**src/rtl/core/u8u16_pkg.sv**
```systemverilog
// ----------------------------------------------------------------------------
// u8u16_pkg
// Shared types and constants of the utf-8 to utf-16 decoder.
// ----------------------------------------------------------------------------
package u8u16_pkg;

  // most utf-16 units a single input byte can cause
  localparam int MaxUnits   = 5;
  // continuation payloads kept for a possible flush
  localparam int PendDepth  = 5;

  localparam logic [15:0] SurrHi    = 16'hD800;
  localparam logic [15:0] SurrLo    = 16'hDC00;
  localparam logic [30:0] BmpMax    = 31'h0000FFFF;
  localparam logic [31:0] SuppBase  = 32'h00010000;
  localparam logic [7:0]  ContMark  = 8'h80;

  typedef logic [15:0] unit_t;
  typedef logic [2:0]  ucount_t;

  // one queue entry: every unit caused by one accepted byte
  typedef struct packed {
    unit_t [MaxUnits-1:0] units;
    ucount_t              count;
  } job_t;

endpackage

```
**src/rtl/core/u8u16_if.sv**
```systemverilog
// ----------------------------------------------------------------------------
// u8u16 stream interfaces
// Valid/ready channels for the byte input and the unit output.
// ----------------------------------------------------------------------------
interface u8u16_in_if;
  logic       valid;
  logic       ready;
  logic [7:0] in_byte;
  logic       end_of_stream;

  modport source (output valid, output in_byte, output end_of_stream, input ready);
  modport sink   (input valid, input in_byte, input end_of_stream, output ready);
endinterface

interface u8u16_out_if;
  logic        valid;
  logic        ready;
  logic [15:0] unit_out;
  logic        last_unit;

  modport source (output valid, output unit_out, output last_unit, input ready);
  modport sink   (input valid, input unit_out, input last_unit, output ready);
endinterface

```
**src/rtl/core/utf8_to_utf16_decoder.sv**
```systemverilog
// ----------------------------------------------------------------------------
// utf8_to_utf16_decoder
// Lenient utf-8 to utf-16 transcoder with valid/ready byte and unit channels.
// ----------------------------------------------------------------------------
// usage:
//   in_if carries one utf-8 byte per transfer plus end_of_stream on the last
//   byte; out_if carries one utf-16 unit per transfer, last_unit set on the
//   final unit that a byte causes. a byte that only opens or extends a
//   sequence gives no unit unless end_of_stream is set.
//   the front decodes a byte in the cycle it is taken and writes its whole
//   unit list (up to five units) into a QUEUE_DEPTH-entry queue; the back
//   loads it once the previous list is sent and presents the first unit;
//   it then gives one unit per cycle while out_if.ready is high.
//   throughput: one byte per cycle while each byte gives at most one unit
//   and out_if.ready is high; a byte with several units holds the output
//   side until all are sent, and the front takes bytes until the queue fills.
//   reset (rst_n low, synchronous) closes any open sequence and empties the
//   queue. when out_if.ready is low the current unit holds, the queue fills,
//   and in_if.ready drops once it is full.
// ----------------------------------------------------------------------------
module utf8_to_utf16_decoder #(
  parameter int QUEUE_DEPTH = 2
) (
  input  logic        clk,
  input  logic        rst_n,
  u8u16_in_if.sink    in_if,
  u8u16_out_if.source out_if
);

  // front to queue
  logic            q_push;
  logic            q_can_push;
  u8u16_pkg::job_t q_push_job;

  // queue to back
  logic            q_pop;
  logic            q_can_pop;
  u8u16_pkg::job_t q_pop_job;

  // byte intake, sequence tracking and unit list build
  u8u16_front u_front (
    .clk     (clk),
    .rst_n   (rst_n),
    .in_if   (in_if),
    .q_ready (q_can_push),
    .q_push  (q_push),
    .q_job   (q_push_job)
  );

  // decouples intake from output stalls
  u8u16_queue #(
    .DEPTH (QUEUE_DEPTH)
  ) u_queue (
    .clk      (clk),
    .rst_n    (rst_n),
    .push     (q_push),
    .push_job (q_push_job),
    .can_push (q_can_push),
    .pop      (q_pop),
    .can_pop  (q_can_pop),
    .pop_job  (q_pop_job)
  );

  // one unit per output transfer
  u8u16_back u_back (
    .clk     (clk),
    .rst_n   (rst_n),
    .q_valid (q_can_pop),
    .q_job   (q_pop_job),
    .q_pop   (q_pop),
    .out_if  (out_if)
  );

endmodule

```
**src/rtl/core/u8u16_front.sv**
```systemverilog
// ----------------------------------------------------------------------------
// u8u16_front
// Accepts bytes, tracks the open sequence and builds the unit list per byte.
// ----------------------------------------------------------------------------
module u8u16_front (
  input  logic              clk,
  input  logic              rst_n,
  u8u16_in_if.sink          in_if,
  input  logic              q_ready,
  output logic              q_push,
  output u8u16_pkg::job_t   q_job
);

  logic [30:0] acc_r, acc_nxt;
  logic [2:0]  need_r, need_nxt;
  logic [2:0]  seen_r, seen_nxt;
  logic [u8u16_pkg::PendDepth-1:0][5:0] pend_r, pend_nxt;

  logic [7:0]  b;
  logic        is_cont;
  logic [30:0] acc_ext;
  logic [31:0] diff;
  u8u16_pkg::unit_t [u8u16_pkg::MaxUnits-1:0] units;
  logic [2:0]  n;
  logic        xfer;

  assign b       = in_if.in_byte;
  assign is_cont = (b[7:6] == 2'b10);
  assign acc_ext = {acc_r[24:0], b[5:0]};
  assign diff    = {1'b0, acc_ext} - u8u16_pkg::SuppBase;

  assign in_if.ready = q_ready;
  assign xfer        = in_if.valid && q_ready;

  always_comb begin
    acc_nxt  = acc_r;
    need_nxt = need_r;
    seen_nxt = seen_r;
    pend_nxt = pend_r;
    units    = '0;
    n        = '0;

    if (need_r != 3'd0 && is_cont) begin
      acc_nxt = acc_ext;
      if ({1'b0, seen_r} + 4'd1 >= {1'b0, need_r}) begin
        // sequence complete
        if (acc_ext <= u8u16_pkg::BmpMax) begin
          units[0] = acc_ext[15:0];
          n        = 3'd1;
        end else begin
          units[0] = u8u16_pkg::SurrHi | diff[25:10];
          units[1] = u8u16_pkg::SurrLo | {6'b0, acc_ext[9:0]};
          n        = 3'd2;
        end
        acc_nxt  = '0;
        need_nxt = '0;
        seen_nxt = '0;
      end else begin
        if (seen_r < 3'(u8u16_pkg::PendDepth)) begin
          pend_nxt[seen_r] = b[5:0];
        end
        seen_nxt = seen_r + 3'd1;
      end
    end else begin
      // broken sequence: replay buffered continuation bytes
      if (need_r != 3'd0) begin
        for (int i = 0; i < u8u16_pkg::PendDepth; i++) begin
          if (3'(i) < seen_r && n < 3'(u8u16_pkg::MaxUnits)) begin
            units[n] = {8'h00, u8u16_pkg::ContMark | {2'b00, pend_r[i]}};
            n        = n + 3'd1;
          end
        end
        acc_nxt  = '0;
        need_nxt = '0;
        seen_nxt = '0;
      end
      case (b) inside
        8'b110?????: begin
          acc_nxt  = {26'b0, b[4:0]};
          need_nxt = 3'd1;
          seen_nxt = '0;
        end
        8'b1110????: begin
          acc_nxt  = {27'b0, b[3:0]};
          need_nxt = 3'd2;
          seen_nxt = '0;
        end
        8'b11110???: begin
          acc_nxt  = {28'b0, b[2:0]};
          need_nxt = 3'd3;
          seen_nxt = '0;
        end
        8'b111110??: begin
          acc_nxt  = {29'b0, b[1:0]};
          need_nxt = 3'd4;
          seen_nxt = '0;
        end
        8'b1111110?: begin
          acc_nxt  = {30'b0, b[0]};
          need_nxt = 3'd5;
          seen_nxt = '0;
        end
        default: begin
          // ascii, stray continuation, 0xfe, 0xff: byte passes as is
          if (n < 3'(u8u16_pkg::MaxUnits)) begin
            units[n] = {8'h00, b};
            n        = n + 3'd1;
          end
        end
      endcase
    end

    // end of stream: close any open sequence and flush its buffered continuation bytes
    if (in_if.end_of_stream && need_nxt != 3'd0) begin
      for (int i = 0; i < u8u16_pkg::PendDepth; i++) begin
        if (3'(i) < seen_nxt && n < 3'(u8u16_pkg::MaxUnits)) begin
          units[n] = {8'h00, u8u16_pkg::ContMark | {2'b00, pend_nxt[i]}};
          n        = n + 3'd1;
        end
      end
      acc_nxt  = '0;
      need_nxt = '0;
      seen_nxt = '0;
    end
  end

  assign q_push      = xfer && (n != 3'd0);
  assign q_job.units = units;
  assign q_job.count = n;

  always_ff @(posedge clk) begin
    if (!rst_n) begin
      acc_r  <= '0;
      need_r <= '0;
      seen_r <= '0;
    end else if (xfer) begin
      acc_r  <= acc_nxt;
      need_r <= need_nxt;
      seen_r <= seen_nxt;
    end
  end

  always_ff @(posedge clk) begin
    if (xfer) begin
      pend_r <= pend_nxt;
    end
  end

endmodule

```
**src/rtl/core/u8u16_queue.sv**
```systemverilog
// ----------------------------------------------------------------------------
// u8u16_queue
// Small fifo of unit lists between the front and the back.
// ----------------------------------------------------------------------------
module u8u16_queue #(
  parameter int DEPTH = 2
) (
  input  logic            clk,
  input  logic            rst_n,
  input  logic            push,
  input  u8u16_pkg::job_t push_job,
  output logic            can_push,
  input  logic            pop,
  output logic            can_pop,
  output u8u16_pkg::job_t pop_job
);

  localparam int PtrW = (DEPTH > 1) ? $clog2(DEPTH) : 1;
  localparam int CntW = $clog2(DEPTH + 1);

  u8u16_pkg::job_t     slots [DEPTH];
  logic [PtrW-1:0]     wr_ptr_r, rd_ptr_r;
  logic [CntW-1:0]     cnt_r;
  logic                do_push, do_pop;

  assign can_push = (cnt_r != CntW'(DEPTH));
  assign can_pop  = (cnt_r != '0);
  assign do_push  = push && can_push;
  assign do_pop   = pop && can_pop;
  assign pop_job  = slots[rd_ptr_r];

  always_ff @(posedge clk) begin
    if (do_push) begin
      slots[wr_ptr_r] <= push_job;
    end
  end

  always_ff @(posedge clk) begin
    if (!rst_n) begin
      wr_ptr_r <= '0;
      rd_ptr_r <= '0;
      cnt_r    <= '0;
    end else begin
      if (do_push) begin
        wr_ptr_r <= (wr_ptr_r == PtrW'(DEPTH - 1)) ? '0 : wr_ptr_r + PtrW'(1);
      end
      if (do_pop) begin
        rd_ptr_r <= (rd_ptr_r == PtrW'(DEPTH - 1)) ? '0 : rd_ptr_r + PtrW'(1);
      end
      if (do_push && !do_pop) begin
        cnt_r <= cnt_r + CntW'(1);
      end else if (do_pop && !do_push) begin
        cnt_r <= cnt_r - CntW'(1);
      end
    end
  end

endmodule

```
**src/rtl/core/u8u16_back.sv**
```systemverilog
// ----------------------------------------------------------------------------
// u8u16_back
// Serializes each unit list onto the output channel, one unit per transfer.
// ----------------------------------------------------------------------------
module u8u16_back (
  input  logic            clk,
  input  logic            rst_n,
  input  logic            q_valid,
  input  u8u16_pkg::job_t q_job,
  output logic            q_pop,
  u8u16_out_if.source     out_if
);

  u8u16_pkg::job_t job_r;
  logic            busy_r;
  logic [2:0]      idx_r;
  logic            at_last;
  logic            done;

  assign at_last = (idx_r == job_r.count - 3'd1);
  assign done    = busy_r && out_if.ready && at_last;
  assign q_pop   = q_valid && (!busy_r || done);

  assign out_if.valid     = busy_r;
  assign out_if.unit_out  = job_r.units[idx_r];
  assign out_if.last_unit = at_last;

  always_ff @(posedge clk) begin
    if (!rst_n) begin
      busy_r <= 1'b0;
      idx_r  <= '0;
    end else if (q_pop) begin
      busy_r <= 1'b1;
      idx_r  <= '0;
    end else if (done) begin
      busy_r <= 1'b0;
    end else if (busy_r && out_if.ready) begin
      idx_r <= idx_r + 3'd1;
    end
  end

  always_ff @(posedge clk) begin
    if (q_pop) begin
      job_r <= q_job;
    end
  end

endmodule
```
**src/flat_wrapper.sv**
```systemverilog
// flat-port wrapper written by rule: the top's interface ports become plain ports
module utf8_to_utf16_decoder_flat 
#(
  parameter int QUEUE_DEPTH = 2
)
  (clk, rst_n, in_if_valid, in_if_in_byte, in_if_end_of_stream, in_if_ready, out_if_valid, out_if_unit_out, out_if_last_unit, out_if_ready);
  u8u16_in_if in_if_i ();
  u8u16_out_if out_if_i ();
  input  logic clk;
  input  logic rst_n;
  input wire logic [$bits(in_if_i.valid)-1:0] in_if_valid;
  input wire logic [$bits(in_if_i.in_byte)-1:0] in_if_in_byte;
  input wire logic [$bits(in_if_i.end_of_stream)-1:0] in_if_end_of_stream;
  output wire logic [$bits(in_if_i.ready)-1:0] in_if_ready;
  output wire logic [$bits(out_if_i.valid)-1:0] out_if_valid;
  output wire logic [$bits(out_if_i.unit_out)-1:0] out_if_unit_out;
  output wire logic [$bits(out_if_i.last_unit)-1:0] out_if_last_unit;
  input wire logic [$bits(out_if_i.ready)-1:0] out_if_ready;
  assign in_if_i.valid = in_if_valid;
  assign in_if_i.in_byte = in_if_in_byte;
  assign in_if_i.end_of_stream = in_if_end_of_stream;
  assign in_if_ready = in_if_i.ready;
  assign out_if_valid = out_if_i.valid;
  assign out_if_unit_out = out_if_i.unit_out;
  assign out_if_last_unit = out_if_i.last_unit;
  assign out_if_i.ready = out_if_ready;
  utf8_to_utf16_decoder #(.QUEUE_DEPTH(QUEUE_DEPTH)) u_core (.clk(clk), .rst_n(rst_n), .in_if(in_if_i), .out_if(out_if_i));
endmodule
```
**config.mk**
```make
export PLATFORM = sky130hd
export DESIGN_NAME = utf8_to_utf16_decoder_flat
export DESIGN_NICKNAME = d
export VERILOG_FILES = /design/src/rtl/core/u8u16_pkg.sv /design/src/rtl/core/u8u16_if.sv /design/src/rtl/core/utf8_to_utf16_decoder.sv /design/src/rtl/core/u8u16_front.sv /design/src/rtl/core/u8u16_queue.sv /design/src/rtl/core/u8u16_back.sv /design/src/flat_wrapper.sv
export SDC_FILE = /design/constraint.sdc
export NUM_CORES = 1
export LEC_CHECK = 0
export ABC_AREA = 1
export BUFFER_PORTS_ARGS = -buffer_cell sky130_fd_sc_hd__buf_2
export CAP_MARGIN = 15
export CORE_MARGIN = 4
export CORE_UTILIZATION = 50
export DETAILED_ROUTE_END_ITERATION = 10
export PLACE_DENSITY = 0.66
export SLEW_MARGIN = 0
export SYNTH_ARGS = -nofsm -noshare
export SYNTH_HDL_FRONTEND = slang
export SYNTH_HIERARCHICAL = 1
export SYNTH_SLANG_ARGS = --single-unit
```
**constraint.sdc**
```tcl
create_clock -name clk -period 14.4 [get_ports clk]
set_input_delay 2.16 -clock clk [delete_from_list [all_inputs] [get_ports clk]]
set_output_delay 2.16 -clock clk [all_outputs]
set_load 0.1 [all_outputs]
```
==> impl_metrics.json <==
{
  "finalWeightedCongestion": 1.00,
  "vdd_drop_max_v": 0.000135,
  "synth_warnings": 6,
  "powerDensity_mw_per_mm2": 170,
  "hold-path-cell-count": 2,
  "fin_worst_skew_ps": 13.9,
  "dominantRegCellSynth": "edfxtp_1",
  "wl_um": 46500,
  "cts_buffers": 34,
  "avgRoutedWirePerCell_um": 21.7,
  "r2r_slack_ps": 6630,
  "start_util": 0.506,
  "cp_top_family": "simple AND/OR/NAND/NOR gates",
  "clk_pin_slew_ps": 60,
  "leakagePower_nw": 7.01,
  "antenna_found_initial": 0,
  "critPathCaptureType": "register",
  "worstPathArrival_ps": 8360,
  "rows": 67,
  "diodes": 0,
  "synth_cell_types": 60,
  "vias": 12400,
  "synth_top_cell_by_area": "edfxtp_1",
  "finalSetupViolCount": 0,
  "clock_latency_ps": 520,
  "fin_ws_ps": 6180,
  "fmax_ghz": 0.122,
  "area_growth_pct": 7.97,
  "final-hold-violation-count": 0,
  "start_kind": "primary input",
  "maxSlewViolCount": 0,
  "relSlewSlack": 0.183,
  "place_ws_ps": 5680,
  "ys_ff_latch": 319,
  "tritoncts": "built",
  "cts_hold_buffers": 0,
  "numClockSinks": 319,
  "synthTopCellsByArea": "edfxtp_1, nand2_1, mux2_4",
  "final_util": 0.546,
  "drc": 0,
  "grt_max_degree": 68,
  "tightest_slew_ps": 1220,
  "rsz0062_at_grt": "no",
  "drt_iter0_markers": 1337,
  "cts_setup_buffers": 0,
  "final_cells": 2142,
  "ios": 32,
  "fp.coreArea_mm2": 0.0335,
  "cap_viol_max_count": 0,
  "crit_top_cell": "inv_1",
  "synth_edf_count": 279,
  "io_buffers": 31,
  "firstDrtPassIters": 6,
  "die-area_mm2": 0.0369,
  "syn_area_mm2": 0.0170,
  "outcome": "complete, no violations",
  "via_per_inst": 5.79,
  "final_nets": 1699,
  "drive_above_1_share": 0.169,
  "ys_seq_area_frac": 0.541,
  "r2r_cells": 39,
  "r2r_start": "u_core/u_front/seen_r[0]",
  "async_reset_ff_frac": 0,
  "setup_tns_ps": 0,
  "worstSetupPathType": "in -> reg",
  "grt_pass1_vias": 11700,
  "hp-class": "reg -> reg",
  "dp_hpwl_um": 32900,
  "htreeDepth": 2,
  "r2r_end": "u_core/u_queue/slots[0][65]",
  "antenna_left": 0,
  "clock_path_buffers": 3,
  "grt_first_pass_wirelength_um": 69800,
  "grt_usage": 0.249,
  "yosysMostFrequentCell": "nand2_1",
  "hp-start": "u_core/u_front/acc_r[19]",
  "critical_path.max_fanout": 67,
  "synth_cells": 1659,
  "placedCellCount": 2083,
  "holdPathEnd": "u_core/u_front/acc_r[19]",
  "fin_crit_ps": 8220,
  "cp-startpoint": "in_if_in_byte[6]",
  "slowest_delay_ps": 800,
  "cts-resized-gates": 0,
  "avgSynthCellArea_um2": 10.2,
  "die_h_um": 192,
  "crit_buf_inv": 11,
  "slowest_stage": "buf_4",
  "cts-root-buf": "clkbuf_16",
  "overflow": 0,
  "synth_top_area_share": 0.494,
  "required_ps": 14540,
  "fp.dieW_um": 192,
  "synthTopCellsByCount": "nand2_1, edfxtp_1, inv_1",
  "period_share": 0.571
}
[cell type report]
class | count | area [µm²]
Fill cell | 2963 | 15200
Sequential cell | 319 | 9180
Multi-Input combinational cell | 1077 | 6510
Clock buffer | 45 | 912
Inverter | 195 | 738
Tap cell | 448 | 561
Timing Repair Buffer | 44 | 253
Clock inverter | 14 | 150
[how the worst max path moves through the flow]
stage	endpoint	cells past startpoint
2_1_floorplan	u_core/u_queue/slots[0][0]	37
3_3_place_gp	u_core/u_queue/slots[1][49]	38
3_5_place_dp	u_core/u_queue/slots[1][12]	38
4_1_cts	u_core/u_queue/slots[1][68]	38
5_1_grt	u_core/u_queue/slots[1][49]	39
6_report	u_core/u_queue/slots[0][65]	36
[flip-flops by register name, summed over array words and instances (netlist names), named ones only]
name                        flops
u_core/u_front/seen_r           3
u_core/u_queue/wr_ptr_r         1
u_core/u_queue/slots          166
u_core/u_front/acc_r           25
u_core/u_queue/rd_ptr_r         1
u_core/u_back/job_r            83
u_core/u_back/idx_r             3
u_core/u_front/need_r           3
u_core/u_front/pend_r          30
u_core/u_queue/cnt_r            2
u_core/u_back/out_if.valid      1
[metal layers]
layer / share of wire / wire length (µm) / up-vias / GRT usage
li1: - / - / 5807 / -
met1: 0.43 / 20100 / 5876 / 0.353
met2: 0.45 / 20700 / 612 / 0.384
met3: 0.080 / 3730 / 111 / 0.0425
met4: 0.041 / 1910 / 0 / 0.0946
met5: 0 / 0 / - / 0
[cells by family (layout without fill, tap and decap cells)]
group	count (synthesis)	count (layout)	share of synthesized area
simple gates	608	608	0.164
compound gates	339	339	0.127
flops	319	319	0.541
buf+inv	287	298	0.0812
mux	83	83	0.0706
fa+ha+maj	15	15	0.0111
xor+xnor	7	7	0.00362
other cells	1	25	0.000221
[per-stage QoR]
| step | hold slack [ps] | cell area (µm²) | total power, W |
|---|---|---|---|
| 5_1_grt | 497 | 18300 | 0.00326 |
| 6_report | 467 | 18300 | 0.00311 |
| 4_1_cts | 470 | 18300 | 0.00314 |
| 2_1_floorplan | 445 | 17000 | 0.00215 |
| 3_3_place_gp | 456 | 17200 | 0.00230 |
| 3_5_place_dp | 460 | 17200 | 0.00231 |
[power by group]
group	internal, W	leakage, nW	switching, W	total [W]
Clock	0.000470	0.506	0.000361	0.000831
Sequential	0.00131	2.91	0.0000781	0.00139
Combinational	0.000258	3.60	0.000631	0.000890
[worst reg2reg max path: cells and delay by family, from the launching register on]
kind,cells,cell delay [ps]
flops,1,510
fa+ha+maj,7,2140
simple gates,21,2990
buf+inv,11,1690
[placed cells by master, fill, tap and decap left out, types with 5 or more instances in the layout]
master and count:
a211oi_1 20, a21oi_1 55, a31oi_1 30, a32o_1 16, buf_2 31, buf_4 13
clkbuf_1 9, clkbuf_16 34, clkinv_1 9, conb_1 25, dfxtp_1 39, edfxtp_1 279
ha_1 15, inv_1 169, inv_2 18, mux2_2 13, mux2_4 70, nand2_1 302
nand2_2 37, nand3_1 92, nand3_2 9, nand4_1 16, nor2_1 95, nor2_4 8
nor3_1 20, o211ai_1 48, o211ai_2 5, o21ai_0 120, o22ai_1 15, or2_2 18
Note: power is estimated with default switching activity, not from simulation.
